===== src/rtl/assert_macros.svh =====
// assertion macros for the decoder rtl
`ifndef ASSERT_MACROS_SVH
`define ASSERT_MACROS_SVH

// same-cycle implication, disabled while reset is low
`define LUD_ASSERT_IMPL(lbl, clk, rst_n, ante, cons) \
  lbl: assert property (@(posedge clk) disable iff (!rst_n) (ante) |-> (cons)) \
    else $error("decoder check failed");

// next-cycle implication, disabled while reset is low
`define LUD_ASSERT_NEXT(lbl, clk, rst_n, ante, cons) \
  lbl: assert property (@(posedge clk) disable iff (!rst_n) (ante) |=> (cons)) \
    else $error("decoder check failed");

`endif


===== src/rtl/lud_pkg.sv =====
// shared types and constants of the lenient utf-8 decoder
package lud_pkg;

  localparam int unsigned ByteW = 8;
  localparam int unsigned CpW   = 21;

  localparam logic [ByteW-1:0] Lead4Min  = 8'hF0;
  localparam logic [ByteW-1:0] Lead3Min  = 8'hE0;
  localparam logic [ByteW-1:0] Lead2Min  = 8'hC0;
  localparam logic [ByteW-1:0] Lead4Mask = 8'h07;
  localparam logic [ByteW-1:0] Lead3Mask = 8'h0F;
  localparam logic [ByteW-1:0] Lead2Mask = 8'h1F;
  localparam logic [ByteW-1:0] ContTag   = 8'h80;
  localparam logic [ByteW-1:0] ContMask  = 8'h3F;
  localparam logic [ByteW-1:0] TagMask   = 8'hC0;

  typedef struct packed {
    logic [CpW-1:0] code_point;
    logic           last_of_item;
  } result_t;

  typedef struct packed {
    logic [CpW-1:0] partial_value;
    logic [1:0]     bytes_left;
  } dec_state_t;

  typedef struct packed {
    logic [1:0] nres;
    result_t    res0;
    result_t    res1;
    dec_state_t next;
  } step_t;

  typedef struct packed {
    logic [1:0] free;
  } buf_stat_t;

endpackage


===== src/rtl/lud_if.sv =====
// request channels of the decoder: text bytes in, code points out
interface lud_byte_if;
  logic                     valid;
  logic                     ready;
  logic [lud_pkg::ByteW-1:0] text_byte;

  modport source (output valid, output text_byte, input ready);
  modport sink (input valid, input text_byte, output ready);
endinterface

interface lud_cp_if;
  logic                    valid;
  logic                    ready;
  logic [lud_pkg::CpW-1:0] code_point;
  logic                    last_of_item;

  modport source (output valid, output code_point, output last_of_item, input ready);
  modport sink (input valid, input code_point, input last_of_item, output ready);
endinterface


===== src/rtl/lenient_utf8_decoder.sv =====
// top level of the lenient utf-8 decoder: input register, decode step, result buffer
// Takes one text byte per request on in_i and returns code points on out_o, one
// per request, with last_of_item marking the final code point caused by a byte.
// A byte may be taken every clock cycle. A byte is held in the input register,
// decoded from there against the held state and, once the buffer has room for
// all of them, drops its zero, one or two results into a two-entry result buffer,
// whose registered slots offer the first result on out_o. The buffer hands out
// one code point per cycle while the receiver is ready, so bytes with two code
// points, such as a plain byte that cuts a sequence, drain more slowly than they
// come in; sustained rate is one byte per cycle otherwise. When the receiver holds
// off, the buffer and the input register fill up and the input stalls until room
// frees up. No validation is done: overlong forms, surrogates and values above
// 0x10ffff pass through, and byte zero ends the text, flushing any partial value.
`include "assert_macros.svh"

module lenient_utf8_decoder (
  input  logic      clk_i,
  input  logic      rst_ni,
  lud_byte_if.sink  in_i,
  lud_cp_if.source  out_o
);

  // input register
  logic [lud_pkg::ByteW-1:0] byte_q;
  logic                      byte_vld_q, byte_vld_d;

  // decoder state: partial value and continuation bytes still awaited
  lud_pkg::dec_state_t state_q;

  lud_pkg::step_t     step;
  lud_pkg::buf_stat_t buf_stat;
  logic               take;
  logic [1:0]         push_n;

  lud_step u_step (
    .byte_i  (byte_q),
    .state_i (state_q),
    .step_o  (step)
  );

  // the held byte moves on once the buffer has room for all of its results
  assign take   = byte_vld_q && (step.nres <= buf_stat.free);
  assign push_n = take ? step.nres : 2'd0;

  assign in_i.ready = !byte_vld_q || take;

  always_comb begin
    byte_vld_d = byte_vld_q;
    if (in_i.valid && in_i.ready) begin
      byte_vld_d = 1'b1;
    end else if (take) begin
      byte_vld_d = 1'b0;
    end
  end

  always_ff @(posedge clk_i or negedge rst_ni) begin
    if (!rst_ni) begin
      byte_vld_q <= 1'b0;
      state_q    <= '0;
    end else begin
      byte_vld_q <= byte_vld_d;
      if (take) begin
        state_q <= step.next;
      end
    end
  end

  // payload only, no reset
  always_ff @(posedge clk_i) begin
    if (in_i.valid && in_i.ready) begin
      byte_q <= in_i.text_byte;
    end
  end

  lud_res_buf u_res_buf (
    .clk_i    (clk_i),
    .rst_ni   (rst_ni),
    .push_n_i (push_n),
    .push0_i  (step.res0),
    .push1_i  (step.res1),
    .stat_o   (buf_stat),
    .out_o    (out_o)
  );

  // with no sequence pending the partial value is always clear
  `LUD_ASSERT_IMPL(a_idle_clear, clk_i, rst_ni, state_q.bytes_left == 2'd0,
                   state_q.partial_value == '0)
  // after a four-byte lead only its three payload bits are held
  `LUD_ASSERT_IMPL(a_left3_narrow, clk_i, rst_ni, state_q.bytes_left == 2'd3,
                   state_q.partial_value[lud_pkg::CpW-1:3] == '0)
  // with two continuation bytes left at most nine bits are held
  `LUD_ASSERT_IMPL(a_left2_narrow, clk_i, rst_ni, state_q.bytes_left == 2'd2,
                   state_q.partial_value[lud_pkg::CpW-1:9] == '0)

endmodule


===== src/rtl/lud_step.sv =====
// per-byte classify, shift and emit step of the decoder
module lud_step (
  input  logic [lud_pkg::ByteW-1:0] byte_i,
  input  lud_pkg::dec_state_t       state_i,
  output lud_pkg::step_t            step_o
);

  logic                    pending;
  logic                    is_cont;
  logic [lud_pkg::CpW-1:0] shifted;
  logic [1:0]              left_dec;

  assign pending  = (state_i.bytes_left != 2'd0);
  assign is_cont  = ((byte_i & lud_pkg::TagMask) == lud_pkg::ContTag);
  assign shifted  = {state_i.partial_value[lud_pkg::CpW-7:0], byte_i[5:0]};
  assign left_dec = state_i.bytes_left - 2'd1;

  always_comb begin
    step_o                    = '0;
    step_o.res0.code_point    = state_i.partial_value;
    step_o.res0.last_of_item  = 1'b1;
    step_o.res1.code_point    = {{(lud_pkg::CpW-lud_pkg::ByteW){1'b0}}, byte_i};
    step_o.res1.last_of_item  = 1'b1;
    if (byte_i == '0) begin
      // end of text: flush any partial value, clear state
      step_o.nres = {1'b0, pending};
    end else if (pending && is_cont) begin
      if (left_dec == 2'd0) begin
        step_o.nres            = 2'd1;
        step_o.res0.code_point = shifted;
      end else begin
        step_o.next.partial_value = shifted;
        step_o.next.bytes_left    = left_dec;
      end
    end else begin
      // cut sequence flushes first, then the byte starts afresh
      step_o.res0.last_of_item = 1'b0;
      if (byte_i >= lud_pkg::Lead2Min) begin
        step_o.res0.last_of_item = 1'b1;
        step_o.nres              = {1'b0, pending};
        priority if (byte_i >= lud_pkg::Lead4Min) begin
          step_o.next.partial_value = lud_pkg::CpW'(byte_i & lud_pkg::Lead4Mask);
          step_o.next.bytes_left    = 2'd3;
        end else if (byte_i >= lud_pkg::Lead3Min) begin
          step_o.next.partial_value = lud_pkg::CpW'(byte_i & lud_pkg::Lead3Mask);
          step_o.next.bytes_left    = 2'd2;
        end else begin
          step_o.next.partial_value = lud_pkg::CpW'(byte_i & lud_pkg::Lead2Mask);
          step_o.next.bytes_left    = 2'd1;
        end
      end else if (pending) begin
        step_o.nres = 2'd2;
      end else begin
        step_o.nres = 2'd1;
        step_o.res0 = step_o.res1;
      end
    end
  end

endmodule


===== src/rtl/lud_res_buf.sv =====
// two-entry result buffer that takes up to two results per cycle
module lud_res_buf (
  input  logic                clk_i,
  input  logic                rst_ni,
  input  logic [1:0]          push_n_i,
  input  lud_pkg::result_t    push0_i,
  input  lud_pkg::result_t    push1_i,
  output lud_pkg::buf_stat_t  stat_o,
  lud_cp_if.source            out_o
);

  lud_pkg::result_t slot_q [2];
  logic             wr_q, wr_d;
  logic             rd_q, rd_d;
  logic [1:0]       cnt_q, cnt_d;
  logic             pop;

  assign out_o.valid        = (cnt_q != 2'd0);
  assign out_o.code_point   = slot_q[rd_q].code_point;
  assign out_o.last_of_item = slot_q[rd_q].last_of_item;
  assign pop                = out_o.valid && out_o.ready;

  assign stat_o.free = 2'd2 - cnt_q + {1'b0, pop};

  assign wr_d  = wr_q ^ push_n_i[0];
  assign rd_d  = rd_q ^ pop;
  assign cnt_d = cnt_q + push_n_i - {1'b0, pop};

  always_ff @(posedge clk_i or negedge rst_ni) begin
    if (!rst_ni) begin
      wr_q  <= 1'b0;
      rd_q  <= 1'b0;
      cnt_q <= 2'd0;
    end else begin
      wr_q  <= wr_d;
      rd_q  <= rd_d;
      cnt_q <= cnt_d;
    end
  end

  always_ff @(posedge clk_i) begin
    if (push_n_i != 2'd0) begin
      slot_q[wr_q] <= push0_i;
    end
    if (push_n_i == 2'd2) begin
      slot_q[~wr_q] <= push1_i;
    end
  end

endmodule


===== src/flat_wrapper.sv =====
// flat-port wrapper written by rule: the top's interface ports become plain ports
module lenient_utf8_decoder_flat 
  (clk_i, rst_ni, in_i_valid, in_i_text_byte, in_i_ready, out_o_valid, out_o_code_point, out_o_last_of_item, out_o_ready);
  lud_byte_if in_i_i ();
  lud_cp_if out_o_i ();
  input  logic clk_i;
  input  logic rst_ni;
  input wire logic [$bits(in_i_i.valid)-1:0] in_i_valid;
  input wire logic [$bits(in_i_i.text_byte)-1:0] in_i_text_byte;
  output wire logic [$bits(in_i_i.ready)-1:0] in_i_ready;
  output wire logic [$bits(out_o_i.valid)-1:0] out_o_valid;
  output wire logic [$bits(out_o_i.code_point)-1:0] out_o_code_point;
  output wire logic [$bits(out_o_i.last_of_item)-1:0] out_o_last_of_item;
  input wire logic [$bits(out_o_i.ready)-1:0] out_o_ready;
  assign in_i_i.valid = in_i_valid;
  assign in_i_i.text_byte = in_i_text_byte;
  assign in_i_ready = in_i_i.ready;
  assign out_o_valid = out_o_i.valid;
  assign out_o_code_point = out_o_i.code_point;
  assign out_o_last_of_item = out_o_i.last_of_item;
  assign out_o_i.ready = out_o_ready;
  lenient_utf8_decoder u_core (.clk_i(clk_i), .rst_ni(rst_ni), .in_i(in_i_i), .out_o(out_o_i));
endmodule

===== config.mk =====
export PLATFORM = sky130hd
export DESIGN_NAME = lenient_utf8_decoder_flat
export DESIGN_NICKNAME = d
export VERILOG_FILES = /design/src/rtl/lud_pkg.sv /design/src/rtl/lud_if.sv /design/src/rtl/lenient_utf8_decoder.sv /design/src/rtl/lud_step.sv /design/src/rtl/lud_res_buf.sv /design/src/flat_wrapper.sv
export VERILOG_INCLUDE_DIRS = /design/src /design/src/rtl
export SDC_FILE = /design/constraint.sdc
export NUM_CORES = 1
export LEC_CHECK = 0
export BUFFER_PORTS_ARGS = -buffer_cell sky130_fd_sc_hd__buf_2
export CORE_MARGIN = 1
export CORE_UTILIZATION = 60
export CTS_BUF_LIST = sky130_fd_sc_hd__clkbuf_8
export CTS_CLUSTER_DIAMETER = 100
export DETAILED_ROUTE_END_ITERATION = 10
export PLACE_DENSITY = 0.81
export SETUP_SLACK_MARGIN = 0.2
export SKIP_LAST_GASP = 1
export SLEW_MARGIN = 0
export SYNTH_ARGS = -nofsm -noshare
export SYNTH_HDL_FRONTEND = slang
export SYNTH_SLANG_ARGS = --single-unit

===== constraint.sdc =====
create_clock -name clk_i -period 5.5 [get_ports clk_i]
set_input_delay 0.275 -clock clk_i [delete_from_list [all_inputs] [get_ports clk_i]]
set_output_delay 0.275 -clock clk_i [all_outputs]
set_load 0.02 [all_outputs]

# Word-level counts from Yosys, hierarchy flattened
# Memory sizes are Yosys's and may differ from the RTL's.
# Index checks and enable logic that the tools add are counted.
# classes
n_eq_ne	2
reduce_logical	12
n_addsub	5
muxes	23
n_lt_le_gt_ge	4
n_bitwise	3
# op_table
op	n
$mux W23	4
$mux W22	3
$ge A8 B8 Y1 const B	3
$mux W21	1
$mux W7	3
$logic_not A8 Y1	1
$mux W1	8
$mux W2	4
$reduce_bool A2 Y1	4
$eq A2 B2 Y1 const B	2
$logic_and A1 B1 Y1	4
$add A2 B1 Y2	1
$add A2 B2 Y2	1
$le A2 B2 Y1	1
$logic_not A2 Y1	1
$sub A2 B1 Y2	1
$sub A2 B1 Y2 const B	1
$sub A2 B2 Y2 const A	1
$xor A1 B1 Y1	2
$logic_not A1 Y1	1
$logic_or A1 B1 Y1	1
$not A1 Y1	1
# totals
memories	1
wordCells	57
regBits	36
mem_bits_rw	44
input_bits	12
out_inout_bits	24
# memory_table
memory	depth	width	rd	rd_clocked_by_memory_dff	wr	line	rtl
u_core.u_res_buf.slot_q	2	22	1	0	2	lud_res_buf.sv:12	lud_pkg::result_t slot_q [2];

# Longest topological paths before layout
# Gate-level depths: netlist of run 1.
# logic_depth
depth_word	11
ltp_mapped	17
ltp_nobuf	15

# Modules after synthesis
# A second synthesis of run 1 with hierarchy kept.
# hier_totals
cells_unflattened	328
area_unflattened_um2	4566.9
# modules_own_cells
mod	area_each_um2	cells_per_inst	instances
lud_res_buf	2383.5	139	1
lenient_utf8_decoder	1315.0	71	1
lud_step	868.3	118	1

# Worst setup path before layout of run 1
# OpenSTA, ideal clock, no wires.
# synth_path
kind	reg2reg
startpoint	register u_core.byte_q[5] (netlist name)
endpoint	register u_core.u_res_buf.cnt_q[1]
t_arrival_ns	3.377
setup_slack_ns	1.998
t_required_ns	5.375
path_stages_with_launch	16
path_cell_list	edfxtp_1 > buf_6 > or4_4 > o21ai_4 > mux2_4 > ha_1 > and3_1 > a21o_1 > buf_2 > nand2b_1 > ha_1 > inv_1 > ha_1 > xor2_1 > xnor2_1 > xnor2_1
# synth_via
elab_chain_cells	9
elab_cells_between_ends	10
classes_between	add/sub: 2; order compare: 2; mux: 4; reduce/logical: 2
# synth_lines
element	line	rtl
from (decl)	lenient_utf8_decoder.sv:24	logic [lud_pkg::ByteW-1:0] byte_q;
from (signal assigned)	lenient_utf8_decoder.sv:71	byte_q <= in_i.text_byte;
$ge A8 B8 Y1	lud_step.sv:38	if (byte_i >= lud_pkg::Lead2Min) begin
$mux W2	lud_step.sv:38	
$mux W23	lud_step.sv:27	end else if (pending && is_cont) begin
$mux W2 *	lud_step.sv:24	if (byte_i == '0) begin
$le A2 B2 Y1	lenient_utf8_decoder.sv:42	assign take = byte_vld_q && (step.nres <= buf_stat.free);
$logic_and A1 B1 Y1	lenient_utf8_decoder.sv:42	
$mux W2 *	lenient_utf8_decoder.sv:43	assign push_n = take ? step.nres : 2'd0;
$add A2 B2 Y2 *	lud_res_buf.sv:27	assign cnt_d = cnt_q + push_n_i - {1'b0, pop};
$sub A2 B1 Y2 *	lud_res_buf.sv:27	
named net u_core.u_res_buf.cnt_d[1]	lud_res_buf.sv:15	logic [1:0] cnt_q, cnt_d;
to (signal assigned)	lud_res_buf.sv:37	cnt_q <= cnt_d;
to (decl)	lud_res_buf.sv:15	
# The timed path passes the listed nets; every way through them passes the cells marked *.
# A chain may end at the register's enable or synchronous reset.

==> results.json, run 1 <==
{
  "drt-vias-per-instance": 6.11,
  "clock.fmax_mhz": 242,
  "static-leakage-power_nw": 1.78,
  "finalHoldViolations": 0,
  "cp-startpoint": "u_core.byte_q[6]$_DFFE_PP_",
  "timing.critical_path.required_ns": 5.73,
  "synth_top_flop_cell": "sky130_fd_sc_hd__dfxtp_1",
  "finClkSkew_ns": 0.0131,
  "detail_route.first_pass.iterations": 4,
  "most_common_cell_after_layout_fill_and_taps_aside": "sky130_fd_sc_hd__nand2_1",
  "cts_buffer_depth": 2,
  "post_cts.resized_instances": 0,
  "setup_repair_after_global_routing_missed_its_margin": "no",
  "async_flop_share_pct": 35.0,
  "die_width_um": 81.1,
  "cts-htree-levels": 3,
  "hold_path.class": "in2reg",
  "worstPathMaxFanout": 20,
  "seq_total_area_yosys_pct": 52.8,
  "reg2reg_depth": 9,
  "max_slew.worst_pin.slew_ns": 0.961,
  "cts_buffers": 9,
  "design.die.area_mm2": 0.00658,
  "timing.critical_path.cells": "or4_4 > o21ai_4 > mux2_4 > ha_1 > and3_1 > a21o_1 > nand2_1 > o32ai_1 > a22o_2",
  "postRouteAntennaNets": 0,
  "detailed_route_drc_error_count": 0,
  "critical_path.reg2reg.endpoint": "u_core.u_res_buf.slot_q[1][6]$_DFFE_PP_",
  "grt_start_max_net_pins": 29,
  "average_wire_per_cell_in_the_routed_design_um": 18.1,
  "commonest_cells_after_routing_fill_and_taps_aside": "sky130_fd_sc_hd__nand2_1 (40), sky130_fd_sc_hd__buf_2 (35), sky130_fd_sc_hd__dfrtp_1 (28), sky130_fd_sc_hd__dfxtp_1 (28), sky130_fd_sc_hd__o2bb2ai_1 (27)",
  "number_of_pins_with_negative_max_slew_slack_in_the_final_report": 0,
  "worst_skew_pair_latency_ns": 0.37,
  "cts_root_buf": "sky130_fd_sc_hd__clkbuf_8",
  "clk_pin_slew_worst_paths_ns": 0.08,
  "tns_ns": 0,
  "setup_violators_final": 0,
  "area_delta_synth_final_pct": 11.1,
  "worst_r2r_startpoint": "u_core.byte_q[6]$_DFFE_PP_",
  "power.density_mw_per_mm2": 662,
  "final.min_clock_period_ns": 4.13,
  "hold_buffers": 1,
  "port_buffers": 35,
  "synth-warning-count": 0,
  "max-cap-violations": 0,
  "via_count": 2739,
  "synth_seq_cells": 80,
  "groute.usage.overall_pct": 27.3,
  "coreArea_mm2": 0.00599,
  "die_height_um": 81.1,
  "drt-initial-drc-count": 316,
  "cts_num_sinks": 80,
  "design.final.nets": 387,
  "status": "finished clean",
  "startpoint_type": "register",
  "initial_utilization_pct": 62.7,
  "layout-drive-gt1-share_pct": 23.9,
  "post-cts-setup-buffers": 0,
  "critical_path.slowest_cell": "sky130_fd_sc_hd__o32ai_1",
  "dpl-instance-area_mm2": 0.00394,
  "synth_edf_count": 24,
  "detailedPlacementHpwl_um": 5590,
  "synth.avg_cell_area_um2": 11.1,
  "rows": 28,
  "drt-total-wl_um": 8110,
  "cp-end-kind": "register",
  "gp_routability_congestion": 0.953,
  "antenna_violations_before_repair": 0,
  "finalInstanceArea_mm2": 0.00417,
  "critical_path_class": "reg2reg",
  "slowest_delay_ns": 0.69,
  "power.ir.vdd_worst_mv": 0.462,
  "grt_pass1_vias": 2555,
  "worst-endpoint-arrival_ns": 4.37,
  "hold-path-cell-count": 1,
  "utilization_pct": 69.6,
  "reg2reg_slack_ns": 1.37,
  "post_synth_instance_area_mm2": 0.00375,
  "first_pass_grt_wire_length_um": 13000,
  "hold_path_end": "u_core.byte_q[0]$_DFFE_PP_",
  "min_from": "in_i_text_byte[0]",
  "tritoncts": "done",
  "worst_slew_margin_rel_pct": 35.9,
  "final.period_utilization_pct": 75.2,
  "ios": 36,
  "diodes": 0,
  "postSynthCellCount": 339,
  "global_route_total_overflow": 0,
  "post_synth_num_cell_types": 49,
  "synthesis.nets": 358
}
==> metal layers <==
layer	share of wire (%)	global-route usage, %	vias to the layer above
met5	0	0	-
met1	46	37.3	1324
li1	-	-	1309
met3	5.8	6.07	9
met4	1.6	12.5	0
met2	47	41.5	97
==> power by group <==
part | total (W) | switching (W) | internal, W
sequential | 0.000969 | 0.000155 | 0.000814
combinational | 0.00132 | 0.000866 | 0.000452
clock | 0.000476 | 0.000219 | 0.000257
total | 0.00276 | 0.00124 | 0.00152
==> cell families (layout without fill, tap and decap cells) <==
| logic type | count (synthesis) | in the layout | synth area share, % |
|---|---|---|---|
| buffers and inverters | 34 | 68 | 4.10 |
| AND/OR/NAND/NOR | 100 | 100 | 12.9 |
| adder cells (fa/ha/maj) | 7 | 7 | 2.33 |
| multiplexers | 24 | 24 | 7.27 |
| XOR/XNOR | 6 | 6 | 1.40 |
| AO/OA/AOI/OAI | 88 | 88 | 19.2 |
| flip-flops | 80 | 80 | 52.8 |
==> synthesized netlist by cell type, drive strengths merged, types with 5 or more instances <==
| cell type | count | area share [%] |
|---|---|---|
| a21oi | 14 | 2.2 |
| a22o | 16 | 3.8 |
| and3 | 7 | 1.2 |
| buf | 8 | 1.5 |
| clkbuf | 12 | 1.2 |
| dfrtp | 28 | 19 |
| dfxtp | 28 | 15 |
| edfxtp | 24 | 19 |
| ha | 7 | 2.3 |
| inv | 14 | 1.4 |
| mux2 | 23 | 7.0 |
| nand2 | 40 | 4.0 |
| nand2b | 5 | 0.83 |
| nand3 | 17 | 2.3 |
| nor2 | 16 | 1.8 |
| o21ai | 10 | 1.9 |
| o221ai | 6 | 1.4 |
| o2bb2ai | 27 | 6.3 |
==> metrics by stage <==
| step | instances | total power [W] | worst slack, ns | hold slack, ns |
|---|---|---|---|---|
| 5_1_grt | 448 | 0.00294 | 1.16 | 0.0711 |
| 4_1_cts | 448 | 0.00276 | 1.41 | 0.0753 |
| 3_3_place_gp | 431 | 0.00225 | 1.55 | 0.334 |
| 6_report | 448 | 0.00276 | 1.37 | 0.0866 |
| 3_5_place_dp | 431 | 0.00228 | 1.44 | 0.345 |
| 2_1_floorplan | 339 | 0.00199 | 2.00 | -0.0206 |
==> critical path: cells and delay by family (launching register included) <==
family	cells	cell delay [ns]
compound gates	4	1.72
simple gates	3	1.08
flops	1	0.55
mux	1	0.35
fa+ha+maj	1	0.29
==> worst max-delay path by stage <==
stage	end	slack (ns)	cells after the start
after global placement	u_core.u_res_buf.cnt_q[1]$_DFF_PN0_	1.55	13
after floorplan	u_core.u_res_buf.cnt_q[1]$_DFF_PN0_	2.00	15
after global routing	u_core.u_res_buf.slot_q[1][6]$_DFFE_PP_	1.16	9
after CTS	u_core.u_res_buf.slot_q[1][6]$_DFFE_PP_	1.41	9
after detailed placement	u_core.u_res_buf.slot_q[1][5]$_DFFE_PP_	1.44	9
final	u_core.u_res_buf.slot_q[1][6]$_DFFE_PP_	1.37	9
==> registers in the layout, summed over array words and instances, names as in the netlist <==
name / count
u_core.u_res_buf.slot_q: 44
u_core.state_q: 23
u_core.byte_q: 8
u_core.u_res_buf.cnt_q: 2
u_core.byte_vld_q: 1
u_core.u_res_buf.rd_q: 1
u_core.u_res_buf.wr_q: 1
==> cell type report <==
type,count,area [um^2]
inverter,14,52.6
timing repair buffer,38,200
sequential,80,1980
multi-input combinational,225,1620
clock inverter,7,93.8
fill,460,1820
clock buffer,9,124
tap,75,93.8
Note: power is estimated with default switching activity, not from simulation.
==> run 2, diff against run 1 <==
Settings changed: CORE_UTILIZATION 60 to 55, PLACE_DENSITY 0.81 to 0.78.
Clock period 5.5 ns to 3.4 ns, I/O delays scaled along.
==> run 2 against run 1 <==
  * Non-clock buffer count up 34
  * Clock skew shrank 0.0013 ns
  * Sequential power up 56%
  * Sequential share of layout area is 3.8 points lower
  * Total power up 80%
  * Final cell count increased by 8.0%
  * Critical path depth is the same
  * Maximum frequency increased by 30%
  * Final area up 8.8%
  * Combinational power is 110% higher
  * Largest cell class unchanged
==> results.json, run 2 (synthesis results as in run 1) <==
{
  "status": "finished clean",
  "maxUsedRoutingLayer": "met4",
  "critical_path_class": "reg2reg",
  "largest_registers_ranked_by_flip_flop_count": "u_core.u_res_buf.slot_q (44), u_core.state_q (23), u_core.byte_q (8)",
  "port_buffers": 35,
  "finalInstanceArea_mm2": 0.00454,
  "setup_violators_final": 0,
  "die_width_um": 84.6,
  "power_frac_seq_pct": 30.4,
  "final.period_utilization_pct": 93.9,
  "clk_pin_slew_worst_paths_ns": 0.08,
  "met3_length_um": 424,
  "tritoncts": "done",
  "registers.top_by_ff_count": "u_core.u_res_buf.slot_q",
  "cts_root_buf": "sky130_fd_sc_hd__clkbuf_8",
  "die_height_um": 84.6,
  "cts_num_sinks": 80,
  "critical_path_buf_inv_count": 1,
  "worstPathMaxFanout": 8,
  "worst_skew_pair_latency_ns": 0.36,
  "detailed_route_drc_error_count": 0,
  "finalHoldViolations": 0,
  "max_slew.worst_pin.slew_ns": 1.00,
  "dpl-instance-area_mm2": 0.00412,
  "power.ir.vdd_worst_mv": 0.900,
  "largest_reg_flops": 44,
  "layout-drive-gt1-share_pct": 31.7,
  "coreArea_mm2": 0.00646,
  "critical_path.slowest_cell": "sky130_fd_sc_hd__or4_4",
  "p_int_w": 0.00278,
  "setup_repair_after_global_routing_missed_its_margin": "yes",
  "p_clk_share_pct": 15.0,
  "initial_utilization_pct": 58.1,
  "timing.critical_path.required_ns": 3.46,
  "most_common_cell_after_layout_fill_and_taps_aside": "sky130_fd_sc_hd__nand2_1",
  "switching_share_pct": 43.9,
  "max-cap-violations": 0,
  "detailedPlacementHpwl_um": 5680,
  "via_count": 2969,
  "design.die.area_mm2": 0.00716,
  "power_frac_comb_pct": 54.6,
  "rows": 29,
  "timing.critical_path.cells": "or4_4 > o21ai_4 > mux2_4 > ha_4 > and3_4 > a21oi_4 > nor4_1 > a211oi_4 > inv_2",
  "clock.fmax_mhz": 313,
  "critical_path.top_delay_family": "simple AND/OR/NAND/NOR gates",
  "worst-endpoint-arrival_ns": 3.25,
  "cts_buffers": 9,
  "cts_buffer_depth": 2,
  "number_of_pins_with_negative_max_slew_slack_in_the_final_report": 0,
  "net-switching-power_w": 0.00218,
  "grt_start_max_net_pins": 29,
  "drt-vias-per-instance": 6.13,
  "drt-initial-drc-count": 337,
  "startpoint_type": "register",
  "final.min_clock_period_ns": 3.19,
  "diodes": 0,
  "power.density_mw_per_mm2": 1090,
  "worst_slew_margin_rel_pct": 33.1,
  "finClkSkew_ns": 0.0118,
  "design.final.nets": 421,
  "average_wire_per_cell_in_the_routed_design_um": 17.6,
  "drt-total-wl_um": 8520,
  "met1_wire_length_um": 3900,
  "p_total_w": 0.00496,
  "first_pass_grt_wire_length_um": 14400,
  "slowest_delay_ns": 0.56,
  "static-leakage-power_nw": 1.95,
  "cts-htree-levels": 3,
  "detail_route.first_pass.iterations": 9,
  "area_delta_synth_final_pct": 20.8,
  "gp_routability_congestion": 0.839,
  "postRouteAntennaNets": 0,
  "met2_wire_length_um": 3890,
  "antenna_violations_before_repair": 0,
  "groute.usage.overall_pct": 26.3,
  "ios": 36,
  "commonest_cells_after_routing_fill_and_taps_aside": "sky130_fd_sc_hd__nand2_1 (40), sky130_fd_sc_hd__buf_2 (35), sky130_fd_sc_hd__buf_4 (28), sky130_fd_sc_hd__dfrtp_1 (28), sky130_fd_sc_hd__dfxtp_1 (28)",
  "utilization_pct": 70.2,
  "grt_pass1_vias": 2933,
  "global_route_total_overflow": 0,
  "cp-end-kind": "register",
  "hold_path.class": "in2reg"
}
run 2: cell count changes in the layout (fill, tap and decap cells not counted), sizes merged:
cell | previous run | this run
clkinv | 1 | 2
buf | 37 | 63
bufinv | 2 | 1
clkbuf | 9 | 12
dlygate4sd3 | 1 | 9
inv | 18 | 15
run 2: per-layer routing:
layer	track usage, %	vias up
met5	0	-
met4	14.5	0
met3	6.10	24
met2	38.9	128
met1	35.9	1438
li1	-	1379
run 2: layout make-up:
type | instances | area (um^2)
Tap cell | 77 | 96.3
Clock inverter | 4 | 48.8
Timing Repair Buffer | 72 | 475
Fill cell | 460 | 1920
Inverter | 14 | 52.6
Clock buffer | 12 | 165
Sequential cell | 80 | 1980
Multi-Input combinational cell | 225 | 1720
run 2: through the flow:
stage | cells | hold slack (ns) | setup TNS, ns | setup WS (ns)
3_3_place_gp | 450 | 0.233 | 0 | 0.0460
3_5_place_dp | 450 | 0.236 | -0.681 | -0.126
2_1_floorplan | 339 | -0.126 | 0 | 0.0972
5_1_grt | 484 | 0.0302 | 0 | 0.144
4_1_cts | 484 | 0.0127 | 0 | 0.179
6_report | 484 | 0.0161 | 0 | 0.208
run 2: timing repair:
item                                    4_1_cts  5_1_grt
pin swaps                                    10        0
hold endpoints to repair                     36        0
setup buffers                                 9        0
resized for setup                             3        4
endpoints found under the setup margin       41       39
hold buffers                                  9        0
run 2: path summary, 6_finish.rpt:
check	end	from	cells after the start	slack, ns
hold reg to reg	u_core.u_res_buf.slot_q[1][15]$_SDFFE_PP0P_	u_core.u_res_buf.slot_q[1][15]$_SDFFE_PP0P_	1	0.46
min in group asynchronous	u_core.state_q[0]$_DFFE_PN0N_	rst_ni	2	0.37
setup reg to reg	u_core.u_res_buf.slot_q[0][2]$_DFFE_PP_	u_core.byte_q[2]$_DFFE_PP_	9	0.21
hold / removal	u_core.byte_vld_q$_DFFE_PN0P_	in_i_valid	2	0.02
setup / recovery	u_core.u_res_buf.slot_q[0][2]$_DFFE_PP_	u_core.byte_q[2]$_DFFE_PP_	9	0.21
max in group asynchronous	u_core.u_res_buf.cnt_q[1]$_DFF_PN0_	rst_ni	2	2.59
run 2: worst reg2reg max path, cell delays in order (launching register included):
cell and delay, ns:
sky130_fd_sc_hd__edfxtp_1 0.41, sky130_fd_sc_hd__or4_4 0.56, sky130_fd_sc_hd__o21ai_4 0.18, sky130_fd_sc_hd__mux2_4 0.34, sky130_fd_sc_hd__ha_4 0.27, sky130_fd_sc_hd__and3_4 0.19
sky130_fd_sc_hd__a21oi_4 0.05, sky130_fd_sc_hd__nor4_1 0.54, sky130_fd_sc_hd__a211oi_4 0.12, sky130_fd_sc_hd__inv_2 0.21
run 2: power by group through the flow:
stage | sequential (W) | combinational (W) | clock [W]
final | 0.00151 | 0.00271 | 0.000746
after detailed placement | 0.00153 | 0.00250 | 0
after CTS | 0.00150 | 0.00263 | 0.000747
after global routing | 0.00154 | 0.00291 | 0.000788
after global placement | 0.00151 | 0.00243 | 0
after floorplan | 0.00143 | 0.00193 | 0
==> run 3, diff against run 2 <==
Settings changed: CORE_UTILIZATION 55 to 25, PLACE_DENSITY 0.78 to default.
==> run 3 against run 2 <==
  * Combinational power increased by 6%
  * Clock power decreased by 4.2%
  * Sequential share of layout area decreased by 1.4 points
  * Final cell count increased by 23%
  * Worst setup slack improved by 0.075 ns
  * Count of clock-buffer cells in the layout decreased by 1
  * Total power increased by 2.7%
  * Core utilization decreased by 38 points
  * Maximum frequency increased by 2.4%
  * Global-route usage decreased by 14 points
  * Critical endpoint is now u_core.u_res_buf.cnt_q[1]$_DFF_PN0_
  * Largest power group unchanged
==> results.json, run 3 (synthesis results as in run 1) <==
{
  "die_height_um": 125,
  "final.min_clock_period_ns": 3.12,
  "tns_ns": 0,
  "detailed_route_drc_error_count": 0,
  "coreArea_mm2": 0.0146,
  "design.die.area_mm2": 0.0155,
  "power.ir.vdd_worst_mv": 0.479,
  "registers.top_by_ff_count": "u_core.u_res_buf.slot_q",
  "layout-drive-gt1-share_pct": 32.0,
  "clock.fmax_mhz": 321,
  "largest_reg_flops": 44,
  "tritoncts": "done",
  "worst_skew_pair_latency_ns": 0.36,
  "cts_buffers": 9,
  "critical_path_class": "reg2reg",
  "max_slew.worst_pin.slew_ns": 1.06,
  "commonest_cells_after_routing_fill_and_taps_aside": "sky130_fd_sc_hd__nand2_1 (40), sky130_fd_sc_hd__buf_2 (35), sky130_fd_sc_hd__buf_4 (29)",
  "worst_r2r_startpoint": "u_core.byte_q[4]$_DFFE_PP_",
  "timing.critical_path.cells": "or4_4 > o21ai_4 > mux2_4 > ha_4 > and3_4 > a21o_4 > nand2b_4 > ha_4 > inv_2 > ha_4 > xor2_1 > xnor2_1 > xnor2_1",
  "area_delta_synth_final_pct": 24.9,
  "power_frac_seq_pct": 29.7,
  "worst_slew_margin_rel_pct": 29.1,
  "slowest_delay_ns": 0.58,
  "final.period_utilization_pct": 91.7,
  "cts_num_sinks": 80,
  "reg2reg_slack_ns": 0.28,
  "net-switching-power_w": 0.00225,
  "min_from": "out_o_ready",
  "p_int_w": 0.00284,
  "ios": 36,
  "worstPathMaxFanout": 4,
  "port_buffers": 35,
  "crit_top_cell": "sky130_fd_sc_hd__ha_4",
  "finClkSkew_ns": 0.00923,
  "cts-htree-levels": 3,
  "hold-path-cell-count": 3,
  "max-cap-violations": 0,
  "design.final.nets": 424,
  "initial_utilization_pct": 25.7,
  "detailedPlacementHpwl_um": 6400,
  "cp-end-kind": "register",
  "via_count": 2835,
  "p_total_w": 0.00509,
  "power.density_mw_per_mm2": 1090,
  "global_route_total_overflow": 0,
  "diodes": 0,
  "finalHoldViolations": 0,
  "static-leakage-power_nw": 1.96,
  "setup_violators_final": 0,
  "grt_start_max_net_pins": 29,
  "die_width_um": 125,
  "first_pass_grt_wire_length_um": 15000,
  "gp_routability_congestion": 0.809,
  "critical_path.reg2reg.endpoint": "u_core.u_res_buf.cnt_q[1]$_DFF_PN0_",
  "drt-vias-per-instance": 4.77,
  "drt-initial-drc-count": 296,
  "power_frac_comb_pct": 56.3,
  "hold_path.class": "in2reg",
  "worst-endpoint-arrival_ns": 3.39,
  "timing.critical_path.required_ns": 3.68,
  "switching_share_pct": 44.2,
  "cts_root_buf": "sky130_fd_sc_hd__clkbuf_8",
  "postRouteAntennaNets": 0,
  "startpoint_type": "register",
  "groute.usage.overall_pct": 12.4,
  "p_clk_share_pct": 14.0,
  "cts_buffer_depth": 2,
  "detail_route.first_pass.iterations": 4,
  "grt_pass1_vias": 2829,
  "status": "finished clean",
  "rows": 44,
  "drt-total-wl_um": 9320,
  "clk_pin_slew_worst_paths_ns": 0.07,
  "number_of_pins_with_negative_max_slew_slack_in_the_final_report": 0,
  "largest_registers_ranked_by_flip_flop_count": "u_core.u_res_buf.slot_q (44), u_core.state_q (23), u_core.byte_q (8)",
  "setup_repair_after_global_routing_missed_its_margin": "yes",
  "antenna_violations_before_repair": 0,
  "reg2reg_depth": 13,
  "average_wire_per_cell_in_the_routed_design_um": 15.7,
  "critical_path.slowest_cell": "sky130_fd_sc_hd__or4_4",
  "hold_path_end": "u_core.u_res_buf.rd_q$_DFF_PN0_",
  "most_common_cell_after_layout_fill_and_taps_aside": "sky130_fd_sc_hd__nand2_1"
}
-- run 3: worst max-delay path by stage --
stage	slack, ns	end	start	depth (start not counted)
after floorplan	0.1	u_core.u_res_buf.cnt_q[1]$_DFF_PN0_	u_core.byte_q[1]$_DFFE_PP_	14
after global placement	0.12	u_core.u_res_buf.slot_q[1][6]$_DFFE_PP_	u_core.byte_q[3]$_DFFE_PP_	9
after detailed placement	0.07	u_core.u_res_buf.slot_q[1][4]$_DFFE_PP_	u_core.byte_q[3]$_DFFE_PP_	9
after CTS	0.21	u_core.u_res_buf.cnt_q[1]$_DFF_PN0_	u_core.byte_q[2]$_DFFE_PP_	13
after global routing	0.17	u_core.u_res_buf.cnt_q[1]$_DFF_PN0_	u_core.byte_q[4]$_DFFE_PP_	13
final	0.28	u_core.u_res_buf.cnt_q[1]$_DFF_PN0_	u_core.byte_q[4]$_DFFE_PP_	13
-- run 3: what timing repair did --
| item | in CTS | in global routing |
|---|---|---|
| hold buffers | 10 | 0 |
| gates resized for setup | 3 | 8 |
| endpoints found under the setup margin | 21 | 43 |
| setup buffers | 1 | 7 |
| hold endpoints to repair | 37 | 0 |
| pin swaps | 0 | 10 |
-- run 3: cell type report --
cell class                 count  area, um^2
clock buffer                  11         151
tap                          184         230
inverter                      14        55.1
timing repair buffer          75         504
clock inverter                 5        48.8
fill                        1438        9900
multi-input combinational    225        1720
sequential                    80        1980
-- run 3: worst max-delay path: cells and delay by family (launching register included) --
family	cells	cell delay, ns
AND/OR/NAND/NOR	3	0.84
XOR/XNOR	3	0.45
multiplexers	1	0.35
AO/OA/AOI/OAI	2	0.30
buffers and inverters	1	0.03
flip-flops	1	0.39
adder cells (fa/ha/maj)	3	0.67
-- run 3: per-layer routing --
metal	routed length (um)	track usage, %	up-vias
met1	4560	16.6	1359
met4	203	5.17	0
met3	392	3.48	15
li1	-	-	1394
met5	0	0	-
met2	4170	18.7	67
-- run 3: through the flow --
stage | hold slack [ns] | instance area, um^2 | utilization [%] | std cells | setup slack (ns)
2_1_floorplan | -0.126 | 3810 | - | 339 | 0.0972
4_1_cts | 0.128 | 4610 | 31.6 | 587 | 0.207
6_report | 0.135 | 4690 | 32.1 | 594 | 0.284
3_3_place_gp | 0.247 | 4280 | 29.3 | 560 | 0.125
5_1_grt | 0.153 | 4690 | 32.1 | 594 | 0.167
3_5_place_dp | 0.251 | 4280 | 29.3 | 560 | 0.0651
-- run 3: power by group through the flow --
stage	Sequential, W	Clock, W	Combinational, W
after floorplan	0.00143	0	0.00193
after global placement	0.00152	0	0.00258
after detailed placement	0.00154	0	0.00263
after CTS	0.00151	0.000733	0.00271
after global routing	0.00154	0.000778	0.00312
final	0.00151	0.000715	0.00287
